<file path="src/hw/rtl/assert_macros.svh">
// assertion macros for the rtl files
`ifndef ASSERT_MACROS_SVH
`define ASSERT_MACROS_SVH

// property must hold on every clock edge outside reset
`define ASSERT_CLK(label, clk, rst_n, prop, msg) \
    label: assert property (@(posedge clk) disable iff (!rst_n) (prop)) else $error(msg);

// signal must never be unknown outside reset
`define ASSERT_KNOWN(label, clk, rst_n, sig, msg) \
    label: assert property (@(posedge clk) disable iff (!rst_n) !$isunknown(sig)) \
        else $error(msg);

`endif

</file>
<file path="src/hw/rtl/qtbht_ram.sv">
// generic single-port-write, single-read synchronous ram with registered read
module qtbht_ram #(
    parameter int WIDTH = 8,
    parameter int DEPTH = 16
) (
    input  logic                     clk,
    input  logic                     we,
    input  logic [$clog2(DEPTH)-1:0] waddr,
    input  logic [WIDTH-1:0]         wdata,
    input  logic [$clog2(DEPTH)-1:0] raddr,
    output logic [WIDTH-1:0]         rdata
);

    logic [WIDTH-1:0] mem [DEPTH];

    always_ff @(posedge clk)
    begin
        if (we)
        begin
            mem[waddr] <= wdata;
        end
        rdata <= mem[raddr];
    end

endmodule

</file>
<file path="config.mk">
export PLATFORM = sky130hd
export DESIGN_NAME = qtbht_ram
export DESIGN_NICKNAME = d
export VERILOG_FILES = /design/src/hw/rtl/assert_macros.svh /design/src/hw/rtl/qtbht_ram.sv
export SDC_FILE = /design/constraint.sdc
export NUM_CORES = 1
export LEC_CHECK = 0
export BUFFER_PORTS_ARGS = -buffer_cell sky130_fd_sc_hd__buf_2
export CORE_ASPECT_RATIO = 0.6
export CORE_MARGIN = 4
export CORE_UTILIZATION = 40
export DETAILED_ROUTE_END_ITERATION = 10
export GPL_TIMING_DRIVEN = 0
export PLACE_DENSITY = 0.54
export SYNTH_ARGS = -nofsm -noshare
export SYNTH_HDL_FRONTEND = slang
export SYNTH_SLANG_ARGS = --single-unit
</file>
<file path="constraint.sdc">
create_clock -name clk -period 2.5 [get_ports clk]
set_input_delay 0.375 -clock clk [delete_from_list [all_inputs] [get_ports clk]]
set_output_delay 0.375 -clock clk [all_outputs]
set_load 0.005 [all_outputs]
</file>
=== Word level (Yosys, flattened, before mapping) ===
Memory sizes are Yosys's and may differ from the RTL's. A register that Yosys moved wholly into a read port is not among the register bits.
Index checks and enable logic that the tools add are counted.

* $add $sub $neg: 0
* Multiply operators: 0
* Divide/modulo/power cells: 0
* Magnitude comparators: 0
* Equal/unequal tests: 0
* Shifts and indexed selects: 0
* Mux-type cells: 2
* Bitwise gates (word level): 0
* Reductions and logical operators: 0

{| class="wikitable"
|+ Operators by type and width
! operator !! count
|-
| 1-bit 2-to-1 mux || 2
|}

* Bits in registers: 0
* Bits in latches: 0
* RAM bits: 128
* Memory bits (read-only): 0
* Memories kept: 1

{| class="wikitable"
|+ Memories
! memory !! words !! width !! rd ports !! clocked after memory_dff !! write ports !! RTL line !! RTL
|-
| mem || 16 || 8 || 1 || 1 || 1 || qtbht_ram.sv:14 || <nowiki>logic [WIDTH-1:0] mem [DEPTH];</nowiki>
|}

=== Longest topological paths before layout ===
* Word-level depth: 2
* Mapped depth: 5
* Gate-level depth less buffers: 3

=== Worst setup path after synthesis ===
Ideal clock, no wire load.

* Kind: in2reg
* Start: in waddr[2]
* End: mem mem[0][0] (enable)
* Setup time: 383 ps
* Arrival time: 1,485 ps
* Data required time: 2,117 ps
* Setup slack: 632 ps
* Stages: 2
* Cells stage by stage: or3b_2 > nor3_1

{| class="wikitable"
|+ RTL lines
! item !! RTL line !! RTL
|-
| start: declaration || qtbht_ram.sv:8 || <nowiki>input logic [$clog2(DEPTH)-1:0] waddr,</nowiki>
|-
| end: declaration || qtbht_ram.sv:14 ||
|}

No word-level cell before the write port.

=== Worst setup path after layout ===
* Start: in waddr[3]
* End: mem mem[4][6] (enable)

No word-level cell before the write port.

==> qor_table.md <==
| Item | This run |
|:---|:---|
| Achievable frequency | 0.5953 GHz |
| Die height | 95.87 µm |
| Total global-route track usage | 15.90% |
| Total chip power | 5487 µW |
| Setup tns final | 0 ns |
| Clock H-tree levels | 4 |
| Maximum net fanout on the critical path | 8 |
| Final Hold Violating Endpoints | 0 |
| Maximum vdd drop | 0.0005049 V |
| Area fraction of the dominant cell type after synthesis | 74.67% |
| Endpoint of the lowest-slack register-to-register path | rdata[4] |
| Post-Synthesis Cells | 229 |
| Setup repair after global routing missed its margin | false |
| Layout fillers | 1,008 |
| Ranking of synthesized cells by area | edfxtp_1 (75%), mux4_2 (7.9%), mux4_1 (7.1%), dfxtp_1 (3.1%), a22oi_1 (2.3%) |
| Power per cell area | 894.5 mW/mm² |
| Worst setup slack for register-to-register paths | 1.11 ns |
| Portion of total power attributed to combinational logic | 4.6% |
| Critical-path cell list | buf_2, nand3b_1, nor3_1 |
| Ports | 26 |
| Vias in the first global route | 2,465 |
| Number of resized instances in the post-cts repair step | 0 |
| Critical-path cell with the highest stage delay | nor3_1 |
| Detailed Route WL | 11.00 mm |
| Drt initial violations | 244 |
| Share of the yosys chip area belonging to registers | 77.78% |
| Hold-fix buffers, CTS | 0 |
| Slew margin rel. | 14.82% |
| Number of endpoints failing setup at the final stage | 0 |
| Total nets after synthesis | 247 |
| Power spent charging and discharging nets | 1087 µW |
| Pin count of the biggest net entering global routing | 17 |
| ANT cells | 0 |
| Clock insertion delay at the later pin of the skew report | 0.41 ns |
| Mean number of vias per cell | 5.281 |
| First-pass GRT wire length | 16.07 mm |
| TritonCTS Buffers | 17 |
| R2r startpoint | mem[12][4] |
| DR vias | 2,387 |
| CTS tree | done |
| Post-synthesis area per instance | 22.48 µm² |
| DR DRC count | 0 |
| Slew of the pin with the lowest slew margin | 1.268 ns |
| Clock edge transition at the registers on the reported setup and hold paths | 0.06 ns |
| Area leader, netlist | edfxtp_1 |
| Outcome | completed |
| Initial core utilization | 41.73% |
| Class of the tightest hold or removal check | input port to flop |
| Number of antenna violations at the first check in global routing | 0 |
| Clk Tree Root Cell | clkbuf_16 |
| Proportion of power drawn by the clock network | 48.7% |
| Pins Over Slew Limit | 0 |
| CTS Sinks | 136 |
| Endpoint of the worst hold path | mem[14][5] |
| Endpoint class of the critical path | flop |
| P_leak | 0.002055 µW |
| Final Net Count | 292 |
| Die area | 0.01481 mm² |
| Area of the core | 0.01233 mm² |
| Crit path largest cell delay | 0.99 ns |
| Period utilization | 67.19% |
| Post-DP HPWL | 7.133 mm |
| Routed Antenna Nets | 0 |
| Chip width | 154.5 µm |
| Netlist area before placement | 0.005147 mm² |
| Internal | 4400 µW |
| Flip-flop and latch count after synthesis | 136 |
| Count of buffers from port buffering | 24 |
| Ratio of cells with drive above 1 in the final layout | 30.31% |
| Required time at the worst-slack endpoint | 2.52 ns |
| Arrival @ worst endpoint | 1.70 ns |
| Final Skew | 0.005235 ns |
| Number of violations of the max-capacitance limit | 0 |
| Worst hold stages | 1 |
| Grt ovf | 0 |
| Count of cells along the worst register-to-register path | 3 |
| Kind of critical path | input port to flop |
| Count of unique library cells instantiated by Yosys | 19 |
| Maximum number of buffers from clock root to sink | 2 |
| Register share of total power | 46.7% |
| Routability congestion estimate | 0.7457 |
| Type of origin of the critical path | input port |
| Postcts setup bufs | 0 |
| Total of warnings raised by yosys | 0 |
| Iteration count of the initial detailed-routing pass | 4 |
| Minimum period implied by the final worst setup slack | 1.680 ns |
| Startpoint of the most critical hold path | wdata[5] |
| Share of total power consumed by net switching | 19.81% |
| Routed WL per cell | 24.33 µm |
| Count of standard-cell rows | 31 |
| Area added between synthesis and finish | 19.18% |
[per-stage QoR]
step                      utilization [%]  worst slack, ns  instance area (µm²)  hold slack [ns]  std cells
after floorplan                         -           0.6321                 5147           0.4739        229
after global placement              44.38          0.05054                 5474           0.6740        418
after detailed placement            44.44          0.02091                 5482           0.6952        419
after CTS                           49.63           0.4531                 6122           0.3573        451
after global routing                49.74           0.6970                 6135           0.3672        452
final                               49.74           0.8203                 6135           0.3710        452
[critical path: cells and delay by family]
family | cells | cell delay (ns)
and+or+nand+nor | 2 | 1.20
buffers and inverters | 1 | 0.12
[cell usage in the layout (no fill, tap or decap), types with 2 or more instances in the layout]
master,n
a22oi_1,16
mux4_1,14
nand3b_1,2
edfxtp_1,128
buf_2,27
nand2_1,9
clkinvlp_4,3
dfxtp_1,8
bufinv_16,4
clkbuf_8,3
clkbuf_16,17
nand2b_1,2
mux4_2,18
clkinv_4,2
clkdlybuf4s25_2,3
buf_6,3
buf_4,2
nor3_1,3
nor2_1,13
clkinv_2,2
[cell families after synthesis]
| logic type | count (synthesis) | synth area share [%] |
|---|---|---|
| simple gates | 35 | 3.184 |
| mux | 32 | 15.02 |
| flops | 136 | 77.78 |
| buf+inv | 10 | 1.677 |
| compound gates | 16 | 2.334 |
[sequential cells by signal, indices dropped and copies added (netlist names)]
name   cells
mem      128
rdata      8
[Yosys cell counts]
cell / count
a22oi_1: 16
or3b_2: 1
buf_6: 3
nand3_1: 1
dfxtp_1: 8
nor2b_1: 1
nand2_1: 9
and2_1: 1
nor3_1: 4
mux4_2: 18
nand3b_1: 2
nand2b_1: 2
mux4_1: 14
edfxtp_1: 128
buf_4: 1
buf_2: 3
and2b_1: 1
nor2_1: 13
clkdlybuf4s25_2: 3
[metal layers]
layer  part of all wire (%)  GRT usage [%]  up-vias
met2                     44          22.71       71
met1                     47          23.21     1245
met3                    7.9          4.807        6
li1                       -              -     1065
met5                      0              0        -
met4                   0.76          5.731        0
[cell type report]
type / instances / area, µm² / area share [%]
flip-flops and latches: 136 / 4004 / 65.27
multi-input cells: 83 / 1062 / 17.32
clock buffers: 21 / 470.5 / 7.669
well taps: 165 / 206.4 / 3.365
clock inverters: 11 / 170.2 / 2.774
repair buffers: 26 / 135.1 / 2.203
plain buffers: 10 / 86.33 / 1.407
[power groups by stage]
stage | clock, µW | combinational [µW] | sequential [µW]
floorplan | 0 | 129 | 2610
global placement | 0 | 252 | 2610
detailed placement | 0 | 257 | 2610
CTS | 2710 | 257 | 2560
global route | 2820 | 273 | 2570
finish | 2670 | 253 | 2560
[how the worst max path moves through the flow]
stage,start,cells after the start,endpoint,slack [ns]
5_1_grt,waddr[3],3,mem[4][6],0.70
3_5_place_dp,waddr[2],3,mem[0][3],0.02
3_3_place_gp,waddr[2],3,mem[0][3],0.05
6_report,waddr[3],3,mem[4][6],0.82
2_1_floorplan,waddr[2],2,mem[0][0],0.63
4_1_cts,waddr[2],3,mem[0][5],0.45
Power figures use the tool's default switching activity.
