==> config.mk <==
export PLATFORM = sky130hd
export DESIGN_NAME = qtbht_div
export DESIGN_NICKNAME = d
export VERILOG_FILES = /design/src/hw/rtl/assert_macros.svh /design/src/hw/rtl/qtbht_pkg.sv /design/src/hw/rtl/qtbht_div.sv
export SDC_FILE = /design/constraint.sdc
export NUM_CORES = 1
export LEC_CHECK = 0
export ABC_CLOCK_PERIOD_IN_PS = 3100
export BUFFER_PORTS_ARGS = -buffer_cell sky130_fd_sc_hd__buf_4
export CORE_AREA = 2 2 101 103
export CTS_CLUSTER_SIZE = 12
export DETAILED_ROUTE_END_ITERATION = 10
export DIE_AREA = 0 0 103 105
export PLACE_DENSITY = 0.8
export SLEW_MARGIN = 30
export SYNTH_ARGS = -nofsm -noshare
export SYNTH_HDL_FRONTEND = slang
export SYNTH_SLANG_ARGS = --single-unit
==> constraint.sdc <==
create_clock -name clk -period 3.1 [get_ports clk]
set_input_delay 0.62 -clock clk [delete_from_list [all_inputs] [get_ports clk]]
set_output_delay 0.62 -clock clk [all_outputs]
set_load 0.02 [all_outputs]
==> src/hw/rtl/assert_macros.svh <==
// assertion macros for the rtl files
`ifndef ASSERT_MACROS_SVH
`define ASSERT_MACROS_SVH

// property must hold on every clock edge outside reset
`define ASSERT_CLK(label, clk, rst_n, prop, msg) \
    label: assert property (@(posedge clk) disable iff (!rst_n) (prop)) else $error(msg);

// signal must never be unknown outside reset
`define ASSERT_KNOWN(label, clk, rst_n, sig, msg) \
    label: assert property (@(posedge clk) disable iff (!rst_n) !$isunknown(sig)) \
        else $error(msg);

`endif

==> src/hw/rtl/qtbht_pkg.sv <==
// shared types and constants for the quotient tag bucket hash table
package qtbht_pkg;

    localparam int KEY_W   = 64;
    localparam int TAG_W   = 40;
    localparam int VALUE_W = 32;
    localparam int CNT_W   = 11;
    localparam int BIDX_W  = 10;

    localparam logic CMD_ADD  = 1'b0;
    localparam logic CMD_FIND = 1'b1;

    localparam logic [1:0] ST_FOUND    = 2'd0;
    localparam logic [1:0] ST_INSERTED = 2'd1;
    localparam logic [1:0] ST_MISSING  = 2'd2;
    localparam logic [1:0] ST_FULL     = 2'd3;

    // handshake between top level and the divider
    typedef struct packed {
        logic             start;
        logic [KEY_W-1:0] dividend;
        logic [CNT_W-1:0] divisor;
    } div_req_t;

    typedef struct packed {
        logic              done;
        logic [KEY_W-1:0]  quotient;
        logic [CNT_W-1:0]  remainder;
    } div_rsp_t;

endpackage

==> src/hw/rtl/qtbht_div.sv <==
// restoring radix-2 divider, one quotient bit per cycle
module qtbht_div (
    input  logic                clk,
    input  logic                rst_n,
    input  qtbht_pkg::div_req_t req,
    output qtbht_pkg::div_rsp_t rsp
);

    localparam int KW = qtbht_pkg::KEY_W;
    localparam int CW = qtbht_pkg::CNT_W;

    logic [KW-1:0]        quo_reg, quo_next;
    logic [CW-1:0]        rem_reg, rem_next;
    logic [CW-1:0]        dvs_reg, dvs_next;
    logic [$clog2(KW):0]  cnt_reg, cnt_next;
    logic                 busy_reg, busy_next;
    logic                 done_reg, done_next;
    logic [CW:0]          trial;

    always_comb
    begin
        quo_next  = quo_reg;
        rem_next  = rem_reg;
        dvs_next  = dvs_reg;
        cnt_next  = cnt_reg;
        busy_next = busy_reg;
        done_next = 1'b0;
        trial     = {rem_reg, quo_reg[KW-1]};
        if (req.start)
        begin
            quo_next  = req.dividend;
            rem_next  = '0;
            dvs_next  = req.divisor;
            cnt_next  = '0;
            busy_next = 1'b1;
        end
        else if (busy_reg)
        begin
            // remainder stays below the divisor so it fits CW bits
            if (trial >= {1'b0, dvs_reg})
            begin
                rem_next = CW'(trial - {1'b0, dvs_reg});
                quo_next = {quo_reg[KW-2:0], 1'b1};
            end
            else
            begin
                rem_next = trial[CW-1:0];
                quo_next = {quo_reg[KW-2:0], 1'b0};
            end
            cnt_next = cnt_reg + 1'b1;
            if (cnt_reg == ($clog2(KW)+1)'(KW-1))
            begin
                busy_next = 1'b0;
                done_next = 1'b1;
            end
        end
    end

    always_ff @(posedge clk or negedge rst_n)
    begin
        if (!rst_n)
        begin
            busy_reg <= 1'b0;
            done_reg <= 1'b0;
            cnt_reg  <= '0;
        end
        else
        begin
            busy_reg <= busy_next;
            done_reg <= done_next;
            cnt_reg  <= cnt_next;
        end
    end

    always_ff @(posedge clk)
    begin
        quo_reg <= quo_next;
        rem_reg <= rem_next;
        dvs_reg <= dvs_next;
    end

    assign rsp.done      = done_reg;
    assign rsp.quotient  = quo_reg;
    assign rsp.remainder = rem_reg;

endmodule

* After elaboration in Yosys (flattened, before gate mapping) *
Cells that the tools add are included.

word-level totals
  memory bits (writable) = 0
  output and inout port bits = 76
  word-level logic and storage cells = 23
  memories = 0
  ROM bits = 0
  bits in latches = 0
  register bits after elaboration = 95
  input port bits = 78

operators by class
  reduce and logical (&&, ||, !) cells = 1
  order comparisons = 1
  bitwise logic cells = 0
  $add $sub $neg = 2
  eq/ne operators = 1
  divide/modulo/power cells = 0
  shift-type cells = 0
  $mul = 0
  multiplexer cells = 12

operator list
  kind                   count
  $mux W64               2
  $mux W7                2
  $ge A12 B11 Y1         1
  $mux W11               1
  $sub A11 B11 Y11       1
  $add A7 B1 Y7 const B  1
  $eq A7 B6 Y1 const B   1
  $mux W1                7
  $reduce_bool A2 Y1     1

* Logic depth before layout (Yosys ltp) *
Gate-level depths: netlist of run 1.

  word-level depth = 4
  depth in mapped cells = 10
  depth with buffers taken out = 9

* Worst setup path after synthesis of run 1 *
Ideal clock, no wire load.

  kind = input port to flip-flop
  start point = in req[75] (netlist bit)
  end point = reg quo_reg[0] (enable)
  stages = 4
  slack = 0.401 ns
  library setup time = 0.394 ns
  data arrival time = 2.305 ns
  data required time = 2.706 ns
  path buffers = 3
  path through = clkbuf_1 clkbuf_1 buf_1 or2_2

between the ends
  longest elaborated chain between the ends = 1

RTL lines
  what                                 RTL line         RTL
  start: declaration                   qtbht_div.sv:5   input qtbht_pkg::div_req_t req,
  $reduce_bool A2 Y1 (no source line)  -
  end signal: assignment               qtbht_div.sv:77  quo_reg <= quo_next;
  end: declaration                     qtbht_div.sv:12  logic [KW-1:0] quo_reg, quo_next;

No other way between the ends.
A chain may end at the register's enable or synchronous reset.

* Worst setup path in the final report of run 1 *
  start point = reg quo_reg[63]
  end point = reg rem_reg[0]

between the ends
  longest elaborated chain between the ends = 2
  elaborated cells on any way between the ends = 3
  those cells by class = add/sub: 1; order compare: 1; mux: 1

RTL lines
  what                                                       RTL line                          RTL
  $sub A11 B11 Y11 / $ge A12 B11 Y1 (equally long branches)  qtbht_div.sv:42, qtbht_div.sv:40
  $mux W11 (*)                                               qtbht_div.sv:40                   if (trial >= {1'b0, dvs_reg})
  end signal: assignment                                     qtbht_div.sv:78                   rem_reg <= rem_next;
  end: declaration                                           qtbht_div.sv:13                   logic [CW-1:0] rem_reg, rem_next;

Every way passes the cells marked *; elsewhere a longest branch is shown, timed or not.

==> results of run 1 <==
critical path, stage by stage (launching register included):
cell and delay, ns:
edfxtp_1 0.36, inv_1 0.06, ha_1 0.22, fa_1 0.46, nor2b_4 0.14, o31a_1 0.24
o21ai_4 0.13, o21ai_4 0.44, mux2_4 0.35, a211oi_2 0.20
cells in the final DEF (no fill, tap or decap), types with 8 or more instances in the layout:
cell type	instances
clkbuf_8	10
inv_1	12
mux2_2	64
nor2_1	24
dfxtp_1	11
dfrtp_1	9
edfxtp_1	75
buf_4	158
mux2i_1	8
ha_1	12
nand2_1	10
routing by layer:
metal,global-route usage,vias to the layer above,routed length [um]
met5,0,-,0
met4,0.07707,0,167
met3,0.06555,11,817
met2,0.3010,115,4938
met1,0.2504,1538,4210
li1,-,1519,-
worst max-delay path by stage:
| stage | from | endpoint | slack [ns] |
|---|---|---|---|
| floorplan | req[75] | quo_reg[0] | 0.40 |
| global placement | quo_reg[63] | rem_reg[0] | 0.57 |
| detailed placement | quo_reg[63] | rem_reg[0] | 0.50 |
| CTS | quo_reg[63] | rem_reg[0] | 0.43 |
| global route | quo_reg[63] | rem_reg[0] | 0.29 |
| finish | quo_reg[63] | rem_reg[0] | 0.42 |
cell type report:
| cell class | count | area share |
|---|---|---|
| timing repair buffer | 159 | 0.2000 |
| inverter | 13 | 0.008091 |
| clock inverter | 2 | 0.002282 |
| clock buffer | 14 | 0.02884 |
| tap | 133 | 0.02759 |
| multi-input combinational | 199 | 0.2859 |
| sequential | 95 | 0.4473 |
logic make-up after synthesis:
logic type / count (synthesis)
AO/OA/AOI/OAI: 40
XOR/XNOR: 10
adder cells (fa/ha/maj): 13
buffers and inverters: 30
flip-flops: 95
multiplexers: 73
AND/OR/NAND/NOR: 63
per-stage QoR:
stage          cells  instance area (um2)
5_1_grt          615                 6031
3_3_place_gp     599                 5843
6_report         615                 6031
3_5_place_dp     599                 5843
2_1_floorplan    324                 4551
4_1_cts          615                 6031
power by group through the flow:
stage / clock network (uW) / registers (uW) / logic, uW
floorplan: 0 / 1870 / 705
global placement: 0 / 1700 / 1280
detailed placement: 0 / 1710 / 1320
CTS: 811 / 1680 / 1330
global route: 868 / 1710 / 1440
finish: 787 / 1680 / 1330
==> results.py, run 1 <==
metrics = {
    "outcome": {
        "status": "complete, no violations",
    },
    "timing": {
        "max_slew.worst_pin.slew_ns": 0.5064,
        "setup_viol": 0,
        "setup_slack_ns": 0.4249,
        "timing.hold.ws_ns": 0.06734,
        "drv_slew": 0,
        "rsz0062_at_grt": "false",
        "min_period_ns": 2.675,
        "finalHoldViolCount": 0,
        "slew_headroom": 0.6611,
        "fin_skew_ns": 0.01236,
        "fin_crit_sh": 0.8629,
        "setup_tns_ns": 0,
        "clock.fmax_ghz": 0.3738,
    },
    "power_and_ir_drop": {
        "switching_share": 0.3274,
        "ir_drop_v": 0.0003343,
        "p_int_uw": 2555,
        "p_clk_frac": 0.207,
        "combPwrFrac": 0.351,
        "p_sw_uw": 1243,
        "p_per_area_nw_per_um2": 629.8,
        "leakagePower_uw": 0.002577,
        "p_total_uw": 3798,
        "seqPwrFrac": 0.442,
    },
    "route": {
        "drt_iter0_markers": 126,
        "drc_errors": 0,
        "firstDrtPassIters": 4,
        "drt_wl_total_um": 10130,
        "ant_nets": 0,
        "routedWlPerCell_um": 16.48,
        "num_vias": 3183,
        "via_per_inst": 5.176,
    },
    "synth": {
        "syn_inst": 324,
        "synth-simple-area-share": 0.08001,
        "yosysMostFrequentCell": "edfxtp_1",
        "yosys.cell_types.count": 49,
        "syn-num-nets": 415,
        "seq_area_frac_synth": 0.5928,
        "synth_top_family_by_area": "multiplexers",
        "synth.mux.area_fraction": 0.1793,
        "yosysTopAreaCellShare": 0.4949,
        "synth_compound_area_frac": 0.06296,
        "synth_area_um2": 4551,
        "syn_area_per_cell_um2": 14.05,
        "yosys.area_share.xor_xnor": 0.01925,
        "ys_top_cells_by_area": "edfxtp_1 (49%), mux2_2 (16%), dfrtp_1 (4.9%), dfxtp_1 (4.8%), ha_1 (3.3%)",
        "ys_ff_latch": 95,
        "ys.flop_type": "edfxtp_1",
        "synthArstFlopShare": 0.09474,
        "synth_fa_ha_area_frac": 0.03739,
        "synth_edf_count": 75,
        "yosysWarnings": 0,
        "synth_commonest_cells": "edfxtp_1 (75), mux2_2 (64), nor2_1 (24), ha_1 (12), inv_1 (12)",
        "yosys.area.top_type": "edfxtp_1",
    },
    "grt": {
        "grt_first_pass_wirelength_um": 16390,
        "grt_max_degree": 42,
        "track_usage": 0.1947,
        "grt_overflow": 0,
        "antenna_found_initial": 0,
        "grt_pass1_vias": 3313,
    },
    "critical_path": {
        "ff2ff_path_depth": 9,
        "path_class": "flip-flop to flip-flop",
        "rr_startpoint": "quo_reg[63]",
        "cp_data_arrival_time_ns": 2.96,
        "required_ns": 3.38,
        "r2r-end": "rem_reg[0]",
        "worst_setup_path_end_kind": "flip-flop",
        "startpoint_type": "flip-flop",
        "path_max_fanout": 14,
        "rrSetupSlack_ns": 0.42,
    },
    "layout": {
        "multi_input_area_um2": 1724,
        "seqCellArea_um2": 2698,
        "layout-drive-gt1-share": 0.5104,
        "finalNetCount": 568,
        "diodes": 0,
        "largest_reg_flops": 64,
        "finalCoreUtilization": 0.6256,
        "areaGrowthSynthToFinish_pct": 32.53,
        "n_fill_cell": 761,
    },
    "placement": {
        "place_hpwl_um": 7312,
        "dp_slack_ns": 0.4953,
        "gp_congestion": 0.8145,
        "io_buffers": 153,
    },
    "clock_tree": {
        "cts_sinks": 95,
        "insertion_delay_ns": 0.36,
        "cts_buffer_depth": 2,
        "cts_tree": "yes",
        "cts_made_buffers": 9,
        "hold_buffers": 0,
        "root_buffer": "clkbuf_8",
        "cts.repair.resized": 0,
        "path_clk_slew_ns": 0.09,
        "ctsHtreeMaxLevel": 3,
        "post_cts_buffers": 0,
    },
    "floorplanning": {
        "start_util": 0.4721,
        "die_x_um": 103,
        "core_um2": 9639,
        "die_y_um": 105,
        "rows": 36,
        "ios": 154,
        "dieArea_um2": 10820,
    },
    "run": {
        "cap_violations": 0,
    },
    "min_path": {
        "holdCritPathClass": "input pin to asynchronous set/reset pin",
    },
}
No activity file was read; power rests on OpenSTA's default activity.
==> inputs of run 2 (changes only) <==
--- a/config.mk
+++ b/config.mk
@@ -7,11 +7,11 @@
 export LEC_CHECK = 0
 export ABC_CLOCK_PERIOD_IN_PS = 3100
 export BUFFER_PORTS_ARGS = -buffer_cell sky130_fd_sc_hd__buf_4
-export CORE_AREA = 2 2 101 103
+export CORE_AREA = 2 2 99 101
 export CTS_CLUSTER_SIZE = 12
 export DETAILED_ROUTE_END_ITERATION = 10
-export DIE_AREA = 0 0 103 105
-export PLACE_DENSITY = 0.8
+export DIE_AREA = 0 0 101 103
+export PLACE_DENSITY = 0.83
 export SLEW_MARGIN = 30
 export SYNTH_ARGS = -nofsm -noshare
 export SYNTH_HDL_FRONTEND = slang
==> run 2 against run 1 <==
  * Worst setup slack better by 0.052 ns
  * Critical path type unchanged
  * Final area down 0.83%
  * Combinational power barely moved
  * Die area decreased by 3.8%
  * Core utilization grew 0.66 points
==> results.py, run 2 (synthesis gave the netlist of run 1 again) <==
metrics = {
    "outcome": {
        "status": "complete, no violations",
    },
    "layout": {
        "finalNetCount": 566,
        "final_cell_mix": "buf_4 (155), edfxtp_1 (75), mux2_2 (64)",
        "finalCoreUtilization": 0.6323,
        "seqCellArea_um2": 2698,
        "layout_commonest_cell": "buf_4",
        "final_cell_area_um2": 5981,
        "n_fill_cell": 735,
        "layout-drive-gt1-share": 0.5104,
        "largest_reg_flops": 64,
        "multi_input_area_um2": 1724,
        "fin_cells": 594,
        "diodes": 0,
        "areaGrowthSynthToFinish_pct": 31.43,
    },
    "floorplanning": {
        "core_um2": 9459,
        "ios": 154,
        "die_x_um": 101,
        "rows": 36,
        "die_y_um": 103,
        "start_util": 0.4811,
        "dieArea_um2": 10400,
    },
    "clock_tree": {
        "root_buffer": "clkbuf_8",
        "cts_buffer_depth": 2,
        "insertion_delay_ns": 0.36,
        "ctsHtreeMaxLevel": 3,
        "cts_tree": "yes",
        "hold_buffers": 0,
        "cts.repair.resized": 0,
        "cts_made_buffers": 9,
        "post_cts_buffers": 0,
        "path_clk_slew_ns": 0.09,
        "cts_sinks": 95,
    },
    "grt": {
        "grt_pass1_vias": 3163,
        "track_usage": 0.1918,
        "antenna_found_initial": 0,
        "grt_max_degree": 65,
        "grt_first_pass_wirelength_um": 15320,
        "grt_overflow": 0,
    },
    "placement": {
        "gp_congestion": 0.7708,
        "place_hpwl_um": 7334,
        "post_dp_cell_area_um2": 5817,
        "place_inst": 578,
        "io_buffers": 153,
    },
    "timing": {
        "finalHoldViolCount": 0,
        "drv_slew": 0,
        "clock.fmax_ghz": 0.3812,
        "rsz0062_at_grt": "false",
        "fin_skew_ns": 0.006173,
        "fin_crit_sh": 0.8462,
        "max_slew.worst_pin.slew_ns": 0.5630,
        "min_period_ns": 2.623,
        "setup_tns_ns": 0,
        "slew_headroom": 0.6247,
        "setup_viol": 0,
    },
    "route": {
        "ant_nets": 0,
        "via_per_inst": 5.352,
        "drt_iter0_markers": 171,
        "drt_wl_total_um": 10250,
        "firstDrtPassIters": 6,
        "drc_errors": 0,
        "routedWlPerCell_um": 17.25,
        "num_vias": 3179,
    },
    "critical_path": {
        "cp_data_arrival_time_ns": 2.91,
        "cp_slowest_stage_delay_ns": 0.44,
        "slowest_stage": "fa_1",
        "required_ns": 3.39,
        "startpoint_type": "flip-flop",
        "cp_common_cell": "o21ai_4",
        "path_class": "flip-flop to flip-flop",
        "path_buf_inv": 1,
        "path_max_fanout": 14,
        "critPathTopFamily": "compound AO/OA/AOI/OAI gates",
        "worst_setup_path_end_kind": "flip-flop",
        "path_cells": "inv_1, ha_1, fa_1, nor2b_4, o31a_1, o21ai_4, o21ai_4, mux2_4, a211oi_2",
    },
    "power_and_ir_drop": {
        "p_int_uw": 2480,
        "switching_share": 0.3365,
        "p_clk_frac": 0.195,
        "seqPwrFrac": 0.451,
        "leakagePower_uw": 0.002565,
        "p_per_area_nw_per_um2": 624.8,
        "ir_drop_v": 0.0004280,
        "combPwrFrac": 0.355,
        "p_sw_uw": 1257,
    },
    "min_path": {
        "holdCritPathClass": "input pin to asynchronous set/reset pin",
    },
    "run": {
        "cap_violations": 0,
    },
}
==> run 2: cell count changes in the layout (fill, tap and decap cells not counted), sizes merged <==
cell,change
buf,-2
clkbuf,-4
clkinv,+3
inv,+1
==> run 2: power by group through the flow <==
stage	Clock [uW]	Sequential [uW]	Combinational (uW)
after floorplan	0	1870	705
after global placement	0	1700	1280
after detailed placement	0	1710	1330
after CTS	754	1690	1330
after global routing	788	1710	1420
final	728	1680	1330
==> run 2: worst paths after layout <==
kind / cells after the start / start / endpoint / slack [ns]
max in group asynchronous: 1 / rst_n / cnt_reg[6] / 2.91
hold / removal: 1 / rst_n / cnt_reg[5] / 0.06
setup reg to reg: 9 / quo_reg[63] / rem_reg[0] / 0.48
hold reg to reg: 2 / rem_reg[4] / rem_reg[4] / 0.53
min in group clk: 1 / req[4] / dvs_reg[4] / 0.43
setup / recovery: 9 / quo_reg[63] / rem_reg[0] / 0.48
==> run 2: cell type report <==
| class | count | area share |
|---|---|---|
| Timing Repair Buffer | 157 | 0.2013 |
| Clock inverter | 6 | 0.006067 |
| Inverter | 13 | 0.008159 |
| Sequential cell | 95 | 0.4510 |
| Clock buffer | 10 | 0.02134 |
| Tap cell | 114 | 0.02385 |
| Multi-Input combinational cell | 199 | 0.2883 |
==> run 2: layer usage <==
metal / vias to the layer above / wire length, um / share of wire / track usage
met3: 13 / 766 / 0.075 / 0.06373
li1: 1514 / - / - / -
met5: - / 0 / 0 / 0
met4: 0 / 195 / 0.019 / 0.09044
met1: 1542 / 4134 / 0.40 / 0.2380
met2: 110 / 5151 / 0.50 / 0.3056
==> run 2: per-stage QoR <==
step / setup WS, ns / hold slack [ns] / total power, uW
3_3_place_gp: 0.5716 / 0.4451 / 2989
2_1_floorplan: 0.4011 / 0.3244 / 2576
6_report: 0.4769 / 0.06081 / 3737
5_1_grt: 0.2950 / 0.05534 / 3926
4_1_cts: 0.4821 / 0.03908 / 3772
3_5_place_dp: 0.4978 / 0.4522 / 3037
==> run 2: worst reg2reg max path, stage by stage, from the launching register on <==
cell      delay, ns
edfxtp_1       0.35
inv_1          0.06
ha_1           0.22
fa_1           0.44
nor2b_4        0.13
o31a_1         0.22
o21ai_4        0.12
o21ai_4        0.43
mux2_4         0.35
a211oi_2       0.22
